[config.mk]
export PLATFORM = sky130hd
export DESIGN_NAME = wsp_header_stream_parser
export DESIGN_NICKNAME = d
export VERILOG_FILES = /design/src/hw/rtl/wsp_pkg.sv /design/src/hw/rtl/wsp_header_stream_parser.sv
export SDC_FILE = /design/constraint.sdc
export NUM_CORES = 1
export LEC_CHECK = 0
export BUFFER_PORTS_ARGS = -buffer_cell sky130_fd_sc_hd__buf_2
export CAP_MARGIN = 20
export CORE_MARGIN = 1
export CORE_UTILIZATION = 60
export DETAILED_ROUTE_END_ITERATION = 12
export GPL_TIMING_DRIVEN = 0
export PLACE_DENSITY = 0.76
export SKIP_LAST_GASP = 1
export SLEW_MARGIN = 40
export SYNTH_ARGS = -nofsm -noshare
export SYNTH_HDL_FRONTEND = slang
export SYNTH_SLANG_ARGS = --single-unit
[constraint.sdc]
create_clock -name clk -period 33.1 [get_ports clk]
set_clock_uncertainty 0.2 [all_clocks]
set_input_delay 4.965 -clock clk [delete_from_list [all_inputs] [get_ports clk]]
set_output_delay 4.965 -clock clk [all_outputs]
set_load 0.005 [all_outputs]
[src/hw/rtl/wsp_pkg.sv]
// wsp_pkg: item types, parser phases, value kind codes and octet class
// functions for the WSP header stream parser. No dependencies.
package wsp_pkg;

  typedef struct packed {
    logic [7:0] data_byte;
    logic       last_byte;
  } in_item_t;

  typedef struct packed {
    logic        status;
    logic        at_end;
    logic        header_kind;
    logic [7:0]  field_code;
    logic [15:0] name_offset;
    logic [1:0]  value_kind;
    logic [15:0] value_offset;
    logic [15:0] value_length;
    logic [7:0]  short_value;
    logic [7:0]  page_num;
  } out_item_t;

  typedef enum logic [2:0] {
    PH_HDR,
    PH_PAGE,
    PH_NAME,
    PH_VSTART,
    PH_UVAR,
    PH_BODY,
    PH_TEXT
  } phase_t;

  localparam logic [1:0] VK_SHORT = 2'd0;
  localparam logic [1:0] VK_LONG  = 2'd1;
  localparam logic [1:0] VK_TEXT  = 2'd2;

  localparam logic [7:0] OCT_SHIFT  = 8'd127;
  localparam logic [7:0] OCT_UINTVAR = 8'd31;
  localparam logic [7:0] OCT_LEN_MAX = 8'd30;

  localparam int UV_DIGITS = 5;
  localparam int UV_W      = 7 * UV_DIGITS;

  // Control octets other than zero and tab
  function automatic logic is_ctl(input logic [7:0] b);
    return (b >= 8'd1 && b <= 8'd8) || (b >= 8'd10 && b <= 8'd31) || b == 8'd127;
  endfunction

  // Token separators, space and tab included
  function automatic logic is_sep(input logic [7:0] b);
    return b inside {8'h28, 8'h29, 8'h3C, 8'h3E, 8'h40, 8'h2C, 8'h3B, 8'h3A,
                     8'h5C, 8'h22, 8'h2F, 8'h5B, 8'h5D, 8'h3F, 8'h3D, 8'h7B,
                     8'h7D, 8'h20, 8'h09};
  endfunction

endpackage

[src/hw/rtl/wsp_header_stream_parser.sv]
// wsp_header_stream_parser: byte-serial WSP header PDU decoder with a
// two-entry result buffer. Depends on wsp_pkg.
// A result is registered into the output register, or the skid slot if it is full.
// Throughput: one octet per cycle; input stalls only when both result slots are full.
// Reset (synchronous, rst high): parser at header start of a new PDU,
// offset 0, code page 1, shift rejection off, result buffer empty.
module wsp_header_stream_parser import wsp_pkg::*; #(
  parameter longint unsigned MAX_PDU_BYTES = 65535
) (
  input  logic      clk,
  input  logic      rst,
  input  logic      in_valid,
  output logic      in_ready,
  input  in_item_t  in_data,
  output logic      out_valid,
  input  logic      out_ready,
  output out_item_t out_data,
  input  logic      cfg_valid,
  output logic      cfg_ready,
  input  logic      cfg_data
);

  // Offsets never pass MAX_PDU_BYTES, so they need only this many bits
  localparam int POS_W = $clog2(MAX_PDU_BYTES + 1);
  localparam int SUM_W = UV_W + 1;
  localparam logic [POS_W-1:0] MAX_POS = POS_W'(MAX_PDU_BYTES);
  localparam logic [SUM_W-1:0] MAX_SUM = SUM_W'(MAX_PDU_BYTES);

  // Configuration
  logic reject_shift;

  // Parser state
  phase_t           phase;
  logic [POS_W-1:0] byte_position;
  logic [7:0]       page_in_force;
  logic [POS_W-1:0] name_start;
  logic             name_is_text;
  logic [7:0]       field_octet;
  logic [POS_W-1:0] value_start;
  logic [1:0]       value_type_held;
  logic [POS_W-1:0] bytes_left;
  logic [UV_W-1:0]  length_accumulator;
  logic [2:0]       length_digit_count;
  logic             failed;

  // Next values
  phase_t           phase_next;
  logic [POS_W-1:0] byte_position_next;
  logic [7:0]       page_in_force_next;
  logic [POS_W-1:0] name_start_next;
  logic             name_is_text_next;
  logic [7:0]       field_octet_next;
  logic [POS_W-1:0] value_start_next;
  logic [1:0]       value_type_held_next;
  logic [POS_W-1:0] bytes_left_next;
  logic [UV_W-1:0]  length_accumulator_next;
  logic [2:0]       length_digit_count_next;
  logic             failed_next;

  // State after this octet's step, before end-of-header handling
  phase_t           u_phase;
  logic [7:0]       u_page;
  logic [POS_W-1:0] u_name_start;
  logic             u_text;
  logic [7:0]       u_field;
  logic [POS_W-1:0] u_vstart;
  logic [1:0]       u_vtype;
  logic [POS_W-1:0] u_left;
  logic [UV_W-1:0]  u_acc;
  logic [2:0]       u_cnt;

  logic [7:0]       b;
  logic             last;
  logic             in_fire;
  logic             hdr_ok;
  logic             hdr_err;
  logic [POS_W-1:0] vlen;
  logic [7:0]       sval;
  logic             long_go;
  logic [UV_W-1:0]  long_len;
  logic [SUM_W-1:0] long_sum;
  logic [UV_W-1:0]  acc_new;
  logic [2:0]       cnt_new;
  logic [POS_W-1:0] left_dec;
  logic [POS_W-1:0] pos_inc;
  logic [POS_W-1:0] vlen_run;
  logic             new_pdu;
  logic             emit;
  out_item_t        result;

  // Two-entry result buffer
  logic      skid_valid;
  out_item_t skid_data;
  logic      pop;

  assign b         = in_data.data_byte;
  assign last      = in_data.last_byte;
  assign in_ready  = !skid_valid;
  assign in_fire   = in_valid && in_ready;
  assign cfg_ready = 1'b1;
  assign pop       = out_valid && out_ready;

  assign acc_new  = {length_accumulator[UV_W-8:0], b[6:0]};
  assign cnt_new  = length_digit_count + 3'd1;
  assign left_dec = bytes_left - POS_W'(1);
  assign pos_inc  = byte_position + POS_W'(1);
  assign vlen_run = pos_inc - value_start;

  // One octet step
  always_comb begin
    u_phase      = phase;
    u_page       = page_in_force;
    u_name_start = name_start;
    u_text       = name_is_text;
    u_field      = field_octet;
    u_vstart     = value_start;
    u_vtype      = value_type_held;
    u_left       = bytes_left;
    u_acc        = length_accumulator;
    u_cnt        = length_digit_count;
    hdr_ok       = 1'b0;
    hdr_err      = 1'b0;
    vlen         = '0;
    sval         = '0;
    long_go      = 1'b0;
    long_len     = '0;

    if (byte_position >= MAX_POS) begin
      hdr_err = 1'b1;
    end else begin
      case (phase)
        PH_HDR: begin
          if (b == OCT_SHIFT || (b >= 8'd1 && b <= 8'd31)) begin
            // code page shift, either escape form or short-cut
            if (reject_shift || last) begin
              hdr_err = 1'b1;
            end else if (b == OCT_SHIFT) begin
              u_phase = PH_PAGE;
            end else begin
              u_page = b;
            end
          end else begin
            u_name_start = byte_position;
            if (b[7]) begin
              u_text  = 1'b0;
              u_field = b;
              if (last) hdr_err = 1'b1;
              else      u_phase = PH_VSTART;
            end else begin
              u_text  = 1'b1;
              u_field = '0;
              if (last) begin
                hdr_err = 1'b1;
              end else if (b == 8'd0) begin
                u_phase = PH_VSTART;  // empty token name
              end else if (is_sep(b)) begin
                hdr_err = 1'b1;
              end else begin
                u_phase = PH_NAME;
              end
            end
          end
        end
        PH_PAGE: begin
          if (last) begin
            hdr_err = 1'b1;
          end else begin
            u_page  = b;
            u_phase = PH_HDR;
          end
        end
        PH_NAME: begin
          if (last) hdr_err = 1'b1;
          else if (b == 8'd0) u_phase = PH_VSTART;
          else if (is_ctl(b) || is_sep(b)) hdr_err = 1'b1;
        end
        PH_VSTART: begin
          if (name_is_text && (b < 8'd32 || b > 8'd127)) begin
            hdr_err = 1'b1;
          end else if (b <= OCT_LEN_MAX) begin
            long_go  = 1'b1;
            long_len = UV_W'(b);
          end else if (b[7]) begin
            u_vtype  = VK_SHORT;
            u_vstart = byte_position;
            hdr_ok   = 1'b1;
            vlen     = POS_W'(1);
            sval     = b;
          end else if (b == OCT_UINTVAR) begin
            if (last) begin
              hdr_err = 1'b1;
            end else begin
              u_acc   = '0;
              u_cnt   = '0;
              u_phase = PH_UVAR;
            end
          end else if (is_ctl(b) || last) begin
            hdr_err = 1'b1;
          end else begin
            u_vtype  = VK_TEXT;
            u_vstart = byte_position;
            u_phase  = PH_TEXT;
          end
        end
        PH_UVAR: begin
          u_acc = acc_new;
          u_cnt = cnt_new;
          if (b[7]) begin
            if (cnt_new >= 3'(UV_DIGITS) || last) hdr_err = 1'b1;
          end else begin
            long_go  = 1'b1;
            long_len = acc_new;
          end
        end
        PH_BODY: begin
          u_left = left_dec;
          if (left_dec == '0) begin
            hdr_ok = 1'b1;
            vlen   = vlen_run;
          end else if (last) begin
            hdr_err = 1'b1;
          end
        end
        PH_TEXT: begin
          if (b == 8'd0) begin
            hdr_ok = 1'b1;
            vlen   = vlen_run;
          end else if (is_ctl(b) || last) begin
            hdr_err = 1'b1;
          end
        end
        default: hdr_err = 1'b1;
      endcase
    end

    // Long value with a known length: check the end, then complete or wait
    long_sum = SUM_W'(pos_inc) + SUM_W'(long_len);
    if (long_go) begin
      u_vtype  = VK_LONG;
      u_vstart = pos_inc;
      if (long_sum > MAX_SUM) begin
        hdr_err = 1'b1;
      end else if (long_len == '0) begin
        hdr_ok = 1'b1;
        vlen   = '0;
      end else if (last) begin
        hdr_err = 1'b1;
      end else begin
        u_left  = long_len[POS_W-1:0];
        u_phase = PH_BODY;
      end
    end
  end

  // Result item
  always_comb begin
    result = '0;
    if (hdr_err) begin
      result.status = 1'b1;
    end else begin
      result.status       = 1'b0;
      result.at_end       = last;
      result.header_kind  = u_text;
      result.field_code   = u_text ? 8'd0 : u_field;
      result.name_offset  = 16'(u_name_start);
      result.value_kind   = u_vtype;
      result.value_offset = 16'(u_vstart);
      result.value_length = 16'(vlen);
      result.short_value  = sval;
      result.page_num     = u_page;
    end
  end

  assign emit = in_fire && !failed && (hdr_ok || hdr_err);

  // Register next values; a marked last octet always starts a new PDU
  always_comb begin
    phase_next              = phase;
    byte_position_next      = byte_position;
    page_in_force_next      = page_in_force;
    name_start_next         = name_start;
    name_is_text_next       = name_is_text;
    field_octet_next        = field_octet;
    value_start_next        = value_start;
    value_type_held_next    = value_type_held;
    bytes_left_next         = bytes_left;
    length_accumulator_next = length_accumulator;
    length_digit_count_next = length_digit_count;
    failed_next             = failed;
    new_pdu                 = 1'b0;

    if (in_fire) begin
      if (failed || hdr_err) begin
        // skip the rest of a malformed PDU
        if (last) new_pdu = 1'b1;
        else      failed_next = 1'b1;
      end else if (hdr_ok && last) begin
        new_pdu = 1'b1;
      end else begin
        phase_next              = hdr_ok ? PH_HDR : u_phase;
        byte_position_next      = pos_inc;
        page_in_force_next      = u_page;
        name_start_next         = u_name_start;
        name_is_text_next       = u_text;
        field_octet_next        = u_field;
        value_start_next        = u_vstart;
        value_type_held_next    = u_vtype;
        bytes_left_next         = u_left;
        length_accumulator_next = u_acc;
        length_digit_count_next = u_cnt;
      end
    end

    if (new_pdu) begin
      phase_next              = PH_HDR;
      byte_position_next      = '0;
      page_in_force_next      = 8'd1;
      name_start_next         = '0;
      name_is_text_next       = 1'b0;
      field_octet_next        = '0;
      value_start_next        = '0;
      value_type_held_next    = '0;
      bytes_left_next         = '0;
      length_accumulator_next = '0;
      length_digit_count_next = '0;
      failed_next             = 1'b0;
    end
  end

  always_ff @(posedge clk) begin
    if (rst) begin
      reject_shift       <= 1'b0;
      phase              <= PH_HDR;
      byte_position      <= '0;
      page_in_force      <= 8'd1;
      name_start         <= '0;
      name_is_text       <= 1'b0;
      field_octet        <= '0;
      value_start        <= '0;
      value_type_held    <= '0;
      bytes_left         <= '0;
      length_accumulator <= '0;
      length_digit_count <= '0;
      failed             <= 1'b0;
    end else begin
      if (cfg_valid && cfg_ready) reject_shift <= cfg_data;
      phase              <= phase_next;
      byte_position      <= byte_position_next;
      page_in_force      <= page_in_force_next;
      name_start         <= name_start_next;
      name_is_text       <= name_is_text_next;
      field_octet        <= field_octet_next;
      value_start        <= value_start_next;
      value_type_held    <= value_type_held_next;
      bytes_left         <= bytes_left_next;
      length_accumulator <= length_accumulator_next;
      length_digit_count <= length_digit_count_next;
      failed             <= failed_next;
    end
  end

  // Result buffer: output register plus one skid slot. in_ready drops only
  // while the skid slot holds an item, so no push can meet a full buffer.
  always_ff @(posedge clk) begin
    if (rst) begin
      out_valid  <= 1'b0;
      skid_valid <= 1'b0;
    end else if (skid_valid) begin
      if (pop) begin
        skid_valid <= 1'b0;
      end
    end else if (emit) begin
      if (out_valid && !pop) begin
        skid_valid <= 1'b1;
      end else begin
        out_valid <= 1'b1;
      end
    end else if (pop) begin
      out_valid <= 1'b0;
    end
  end

  always_ff @(posedge clk) begin
    if (skid_valid) begin
      if (pop) out_data <= skid_data;
    end else if (emit) begin
      if (out_valid && !pop) skid_data <= result;
      else                   out_data  <= result;
    end
  end

endmodule

==> results.py, run 1 <==
metrics = {
    "status": {
        "status": "finished, final reports clean",
    },
    "layout": {
        "syn2layout_area_growth_pct": 12.71,
        "layout-drive-gt1-share_pct": 13.51,
        "n_antenna_cell": 0,
        "final_area_um2": 16980,
        "finalNetCount": 1821,
    },
    "setup_path": {
        "cp.arrival_ns": 13.20,
        "rrSetupSlack_ns": 23.69,
        "cp_data_required_time_ns": 33.17,
        "worst_setup_path_end_kind": "flop",
        "reg2regPathDepth": 31,
        "start_kind": "primary input",
        "cp_max_fo": 10,
        "crit_top_cell": "buf_4",
        "slowest_delay_ns": 0.73,
        "r2r_start": "byte_position[1]",
        "cpMaxStageDelayCell": "a211oi_2",
        "r2r_end": "skid_data[54]",
        "crit_buf_inv": 12,
        "cpLargestDelayFamily": "buffers and inverters",
        "critical_path_class": "in2reg",
    },
    "synth": {
        "synth.area.top_cells": "edfxtp_1 31%, dfxtp_1 16%, nor2_1 4.4%",
        "synth_common_cells": "178 x nor2_1, 174 x nand2_1, 154 x edfxtp_1",
        "yosysUniqueCellTypes": 81,
        "yosys.area.top_type_share_pct": 30.70,
        "synth-seq-area-share_pct": 46.78,
        "synth_edf_count": 154,
        "syn_area_um2": 15060,
        "synth-seq-cells": 275,
        "synth_nets": 1682,
        "synth_largest_area_cell": "edfxtp_1",
        "synthArstFlopShare_pct": 0,
        "synth_area_per_cell_um2": 9.248,
        "yosysWarnings": 0,
        "syn_inst": 1629,
        "synth_most_common_cell": "nor2_1",
        "synth_flop_cell": "edfxtp_1",
    },
    "cts": {
        "cts_tree": "done",
        "postCtsHoldBufs": 0,
        "cts_repair_resize_count": 0,
        "path_clk_slew_ns": 0.06,
        "htree_levels": 1,
        "cts_buffers": 29,
        "cts.sinks": 275,
        "clock_latency_ns": 0.56,
        "clockBufferDepth": 3,
        "cts_setup_buffers": 0,
        "cts_root_buf": "clkbuf_16",
    },
    "global_route": {
        "grt_usage_pct": 34.16,
        "grt_pass1_vias": 12310,
        "grt_remaining_overflow": 0,
        "grt_start_max_net_pins": 15,
        "antenna_found_initial": 0,
        "grt_pass1_wl_mm": 68.62,
    },
    "floorplanning": {
        "fp.dieArea_um2": 25750,
        "ios": 95,
        "fp.dieW_um": 160.5,
        "die_y_um": 160.5,
        "fp.coreArea_um2": 24460,
        "row_count": 57,
        "start_util_pct": 61.58,
    },
    "placement": {
        "io_buffers": 92,
        "dp_hpwl_mm": 32.40,
        "gp_congestion": 1.001,
        "placed_area_um2": 16050,
        "pre_cts_ws_ns": 19.66,
    },
    "detailed_routing": {
        "drc": 0,
        "via_count": 13360,
        "dr.first_iter.drc_count": 1430,
        "drt_wl_total_mm": 44.36,
        "vias_per_cell": 6.319,
        "drt-wirelength-per-cell_um": 20.97,
        "drtPass1Iterations": 6,
        "detail-route-antenna-nets": 0,
    },
    "pwr": {
        "pwr_density_cell_nw_per_um2": 45.23,
        "p_leak_nw": 6.107,
        "ir_drop_v": 0.00003732,
    },
    "timing": {
        "period_minus_slack_ns": 13.13,
        "worst_slack_ns": 19.97,
        "setup-tns-final_ns": 0,
        "setup_viol": 0,
        "max_slew.worst_pin.slew_ns": 0.9045,
        "final-max-slew-violation-count": 0,
        "hold_viol": 0,
        "fmax_mhz": 76.17,
        "holdWs_ns": 0.2618,
        "rsz0062_at_grt": "no",
        "max_slew_margin_pct": 39.70,
        "fin_crit_sh_pct": 39.66,
    },
    "run": {
        "cap_viol_max_count": 0,
    },
    "worst_hold_path": {
        "min_path_type": "reg2reg",
        "hp-start": "failed",
        "worstHoldEndpoint": "failed",
        "min_path_cells": 2,
    },
}
## routing by layer
metal  track usage (%)  wire (um)  up-vias
met5                 0          0        -
met4             11.30       1262        0
met3             5.449       4029       87
met2             54.05      20310      696
met1             47.86      18750     6388
li1                  -          -     6193
## worst max-delay path by stage
stage	start	endpoint	slack (ns)	cells after the start
after detailed placement	in_data[7]	skid_data[58]	19.66	29
final	in_data[7]	skid_data[54]	19.97	29
after global placement	in_data[7]	skid_data[57]	13.67	22
after global routing	in_data[7]	skid_data[55]	19.58	29
after floorplan	in_data[7]	skid_data[0]	17.51	21
after CTS	in_data[7]	skid_data[58]	20.24	29
## cell usage in the layout (no fill, tap or decap), types with 9 or more instances in the layout
cell type	n
nor4_1	14
a31oi_1	12
nand2_1	174
and3_1	11
xnor2_1	37
and2_1	28
buf_2	123
nor3_1	39
nor2b_1	18
nor3b_1	10
a21o_1	11
a32o_1	13
nor2_1	178
clkbuf_16	29
xor2_1	18
a211oi_1	9
o21ai_1	33
inv_1	46
or3_1	9
dfxtp_1	121
o22ai_1	10
ha_1	36
nand4_1	16
buf_4	16
a21oi_1	109
mux2i_1	50
o31ai_1	63
edfxtp_1	154
nand3_1	70
o21ai_0	60
mux2_2	28
clkbuf_1	93
## area by class of cell
type / instances / area, um^2
plain buffers: 131 / 560.5
well taps: 324 / 405.4
repair buffers: 108 / 573.1
clock buffers: 34 / 754.5
flip-flops and latches: 275 / 7047
fillers: 1943 / 7483
inverters: 46 / 172.7
clock inverters: 20 / 163.9
multi-input cells: 1177 / 7302
## sequential cells by signal (all words and copies together) (netlist names), 3 cells and up
| signal | cells |
|---|---|
| out_data | 77 |
| byte_position | 16 |
| length_digit_count | 3 |
| length_accumulator | 28 |
| field_octet | 8 |
| value_start | 16 |
| name_start | 16 |
| phase | 3 |
| bytes_left | 16 |
| skid_data | 77 |
| page_in_force | 8 |
## power breakdown
part | internal, mW | switching [mW] | total (mW)
logic | 0.0220 | 0.0509 | 0.0729
clock network | 0.179 | 0.141 | 0.320
registers | 0.372 | 0.00301 | 0.375
## through the flow
stage	utilization [%]	instances	total power, mW
6_report	69.41	2115	0.7679
5_1_grt	69.41	2115	0.7883
4_1_cts	69.38	2115	0.7681
3_5_place_dp	65.63	2061	0.4534
3_3_place_gp	65.12	2045	0.4524
2_1_floorplan	-	1629	0.4251
## cells by family after synthesis
family / count (synthesis) / synth area share, %
simple gates: 616 / 19.48
compound gates: 389 / 16.99
flops: 275 / 46.78
buf+inv: 177 / 4.867
mux: 78 / 5.415
xor+xnor: 55 / 3.198
fa+ha+maj: 38 / 3.256
other cells: 1 / 0.02489
## worst register-to-register path, delay by kind of cell (launching register included)
family,cells,cell delay (ns)
and+or+nand+nor,8,2.26
adders and majority gates,3,0.86
buffers and inverters,12,3.04
DFF,1,0.41
AOI/OAI and AO/OA,8,2.34
(Power assumes the default switching activity.)
==> run 2: changes to the inputs <==
- CORE_UTILIZATION: 60 -> 56
- PLACE_DENSITY: 0.76 -> 0.74
- clock period: 33.1 -> 11.9 ns (I/O delays scaled with it)
==> run 2 against run 1 <==
Against the previous run:
- the flow now finishes with violations (DRC)
- non-clock buffer count shrank 3
- setup slack lost 18 ns
- design area is essentially flat
- hold slack gained 0.019 ns
- global-route usage shrank 2.3 points
- register-to-register slack lost 21 ns
- power grew to 2.8 times the previous value
- die area grew 7.1%
- wire length grew 0.43%
==> results.py, run 2 (same netlist as run 1, synthesis figures left out) <==
metrics = {
    "status": {
        "status": "finished with violations",
        "violations": "DRC",
    },
    "floorplanning": {
        "start_util_pct": 57.48,
        "fp.coreArea_um2": 26210,
        "die_y_um": 166.0,
        "fp.dieArea_um2": 27560,
        "fp.dieW_um": 166.0,
        "ios": 95,
        "row_count": 59,
    },
    "pwr": {
        "power.net_switching_mw": 0.5423,
        "power_frac_comb_pct": 9.7,
        "total_power_mw": 2.119,
        "power_frac_seq_pct": 49.3,
        "p_int_mw": 1.577,
        "pwr_density_cell_nw_per_um2": 124.9,
        "swShare_pct": 25.59,
        "ir_drop_v": 0.00009957,
        "clockPowerShare_pct": 41.1,
        "p_leak_nw": 6.051,
    },
    "timing": {
        "max_slew.worst_pin.slew_ns": 0.9319,
        "hold_viol": 0,
        "final-max-slew-violation-count": 0,
        "rsz0062_at_grt": "no",
        "fmax_mhz": 102.9,
        "fin_crit_sh_pct": 81.69,
        "max_slew_margin_pct": 37.87,
        "setup_viol": 0,
        "period_minus_slack_ns": 9.722,
    },
    "global_route": {
        "grt_pass1_vias": 12030,
        "grt_start_max_net_pins": 16,
        "antenna_found_initial": 0,
        "grt_remaining_overflow": 0,
        "grt_pass1_wl_mm": 68.97,
        "grt_usage_pct": 31.83,
    },
    "cts": {
        "cts_buffers": 29,
        "clockBufferDepth": 3,
        "cts_setup_buffers": 0,
        "clock_latency_ns": 0.57,
        "cts_root_buf": "clkbuf_16",
        "path_clk_slew_ns": 0.06,
        "htree_levels": 1,
        "cts_tree": "done",
        "postCtsHoldBufs": 0,
        "cts.sinks": 275,
        "cts_repair_resize_count": 0,
    },
    "setup_path": {
        "start_kind": "primary input",
        "crit_top_cell": "buf_4",
        "cp_max_fo": 12,
        "cpMaxStageDelayCell": "a211oi_2",
        "slowest_delay_ns": 0.75,
        "critical_path_class": "in2reg",
        "cp_data_required_time_ns": 11.95,
        "worst_setup_path_end_kind": "flop",
        "cp.arrival_ns": 9.78,
    },
    "layout": {
        "nFillCells": 2196,
        "syn2layout_area_growth_pct": 12.62,
        "final_common_cell": "nor2_1",
        "finalNetCount": 1818,
        "n_antenna_cell": 0,
        "final_cell_mix": "178 x nor2_1, 174 x nand2_1, 154 x edfxtp_1",
        "final_area_um2": 16970,
        "top_regs": "out_data: 77 flops, skid_data: 77 flops, length_accumulator: 28 flops",
        "layout-drive-gt1-share_pct": 13.26,
    },
    "detailed_routing": {
        "detail-route-antenna-nets": 0,
        "drtPass1Iterations": 11,
        "drt_wl_total_mm": 44.55,
        "via_count": 13240,
        "vias_per_cell": 6.236,
        "drc": 9,
        "dr.first_iter.drc_count": 1313,
        "drt-wirelength-per-cell_um": 20.98,
    },
    "placement": {
        "gp_congestion": 0.9508,
        "placed_area_um2": 16070,
        "io_buffers": 92,
        "dp_hpwl_mm": 32.84,
    },
    "run": {
        "cap_viol_max_count": 0,
    },
    "worst_hold_path": {
        "min_path_type": "reg2reg",
    },
}
-- run 2: worst max-delay path: cells and delay by family --
kind | cells | cell delay, ns
buffers and inverters | 12 | 2.93
AO/OA/AOI/OAI | 9 | 2.78
AND/OR/NAND/NOR | 6 | 1.72
adder cells (fa/ha/maj) | 2 | 0.52
-- run 2: path summary, 6_finish.rpt --
check / start / depth (start not counted) / slack [ns] / end
hold / removal: value_start[6] / 2 / 0.28 / value_start[6]
hold reg to reg: value_start[6] / 2 / 0.28 / value_start[6]
setup reg to reg: byte_position[1] / 31 / 2.71 / out_data[55]
setup / recovery: in_data[7] / 29 / 2.18 / out_data[55]
-- run 2: per-stage QoR --
step	setup TNS [ns]	utilization (%)	hold slack [ns]	std cells	setup WS, ns
2_1_floorplan	0	-	0.2280	1629	1.384
3_3_place_gp	-147.56	60.86	0.2490	2056	-1.407
6_report	0	64.74	0.2811	2123	2.178
5_1_grt	0	64.74	0.2936	2123	1.698
4_1_cts	0	64.74	0.2775	2123	2.351
3_5_place_dp	0	61.31	0.2630	2069	1.792
-- run 2: power by group through the flow --
stage / sequential (mW) / combinational [mW] / clock [mW]
floorplan: 1.07 / 0.112 / 0
global placement: 1.07 / 0.192 / 0
detailed placement: 1.06 / 0.201 / 0
CTS: 1.04 / 0.202 / 0.874
global route: 1.05 / 0.218 / 0.915
finish: 1.04 / 0.205 / 0.871
-- run 2: final cells by class --
class,count,area (um^2),share of cell area [%]
Multi-Input combinational cell,1177,7302,43.04
Sequential cell,275,7047,41.54
Clock buffer,35,758.2,4.469
Timing Repair Buffer,105,565.5,3.334
Buffer,131,560.5,3.304
Tap cell,335,419.2,2.471
Inverter,46,172.7,1.018
Clock inverter,19,140.1,0.8260
-- run 2: metal layers --
layer	up-vias	wire length, um	global-route usage (%)
li1	6189	-	-
met1	6374	19180	44.78
met2	587	20490	50.58
met3	88	3412	4.171
met4	0	1465	11.17
met5	-	0	0
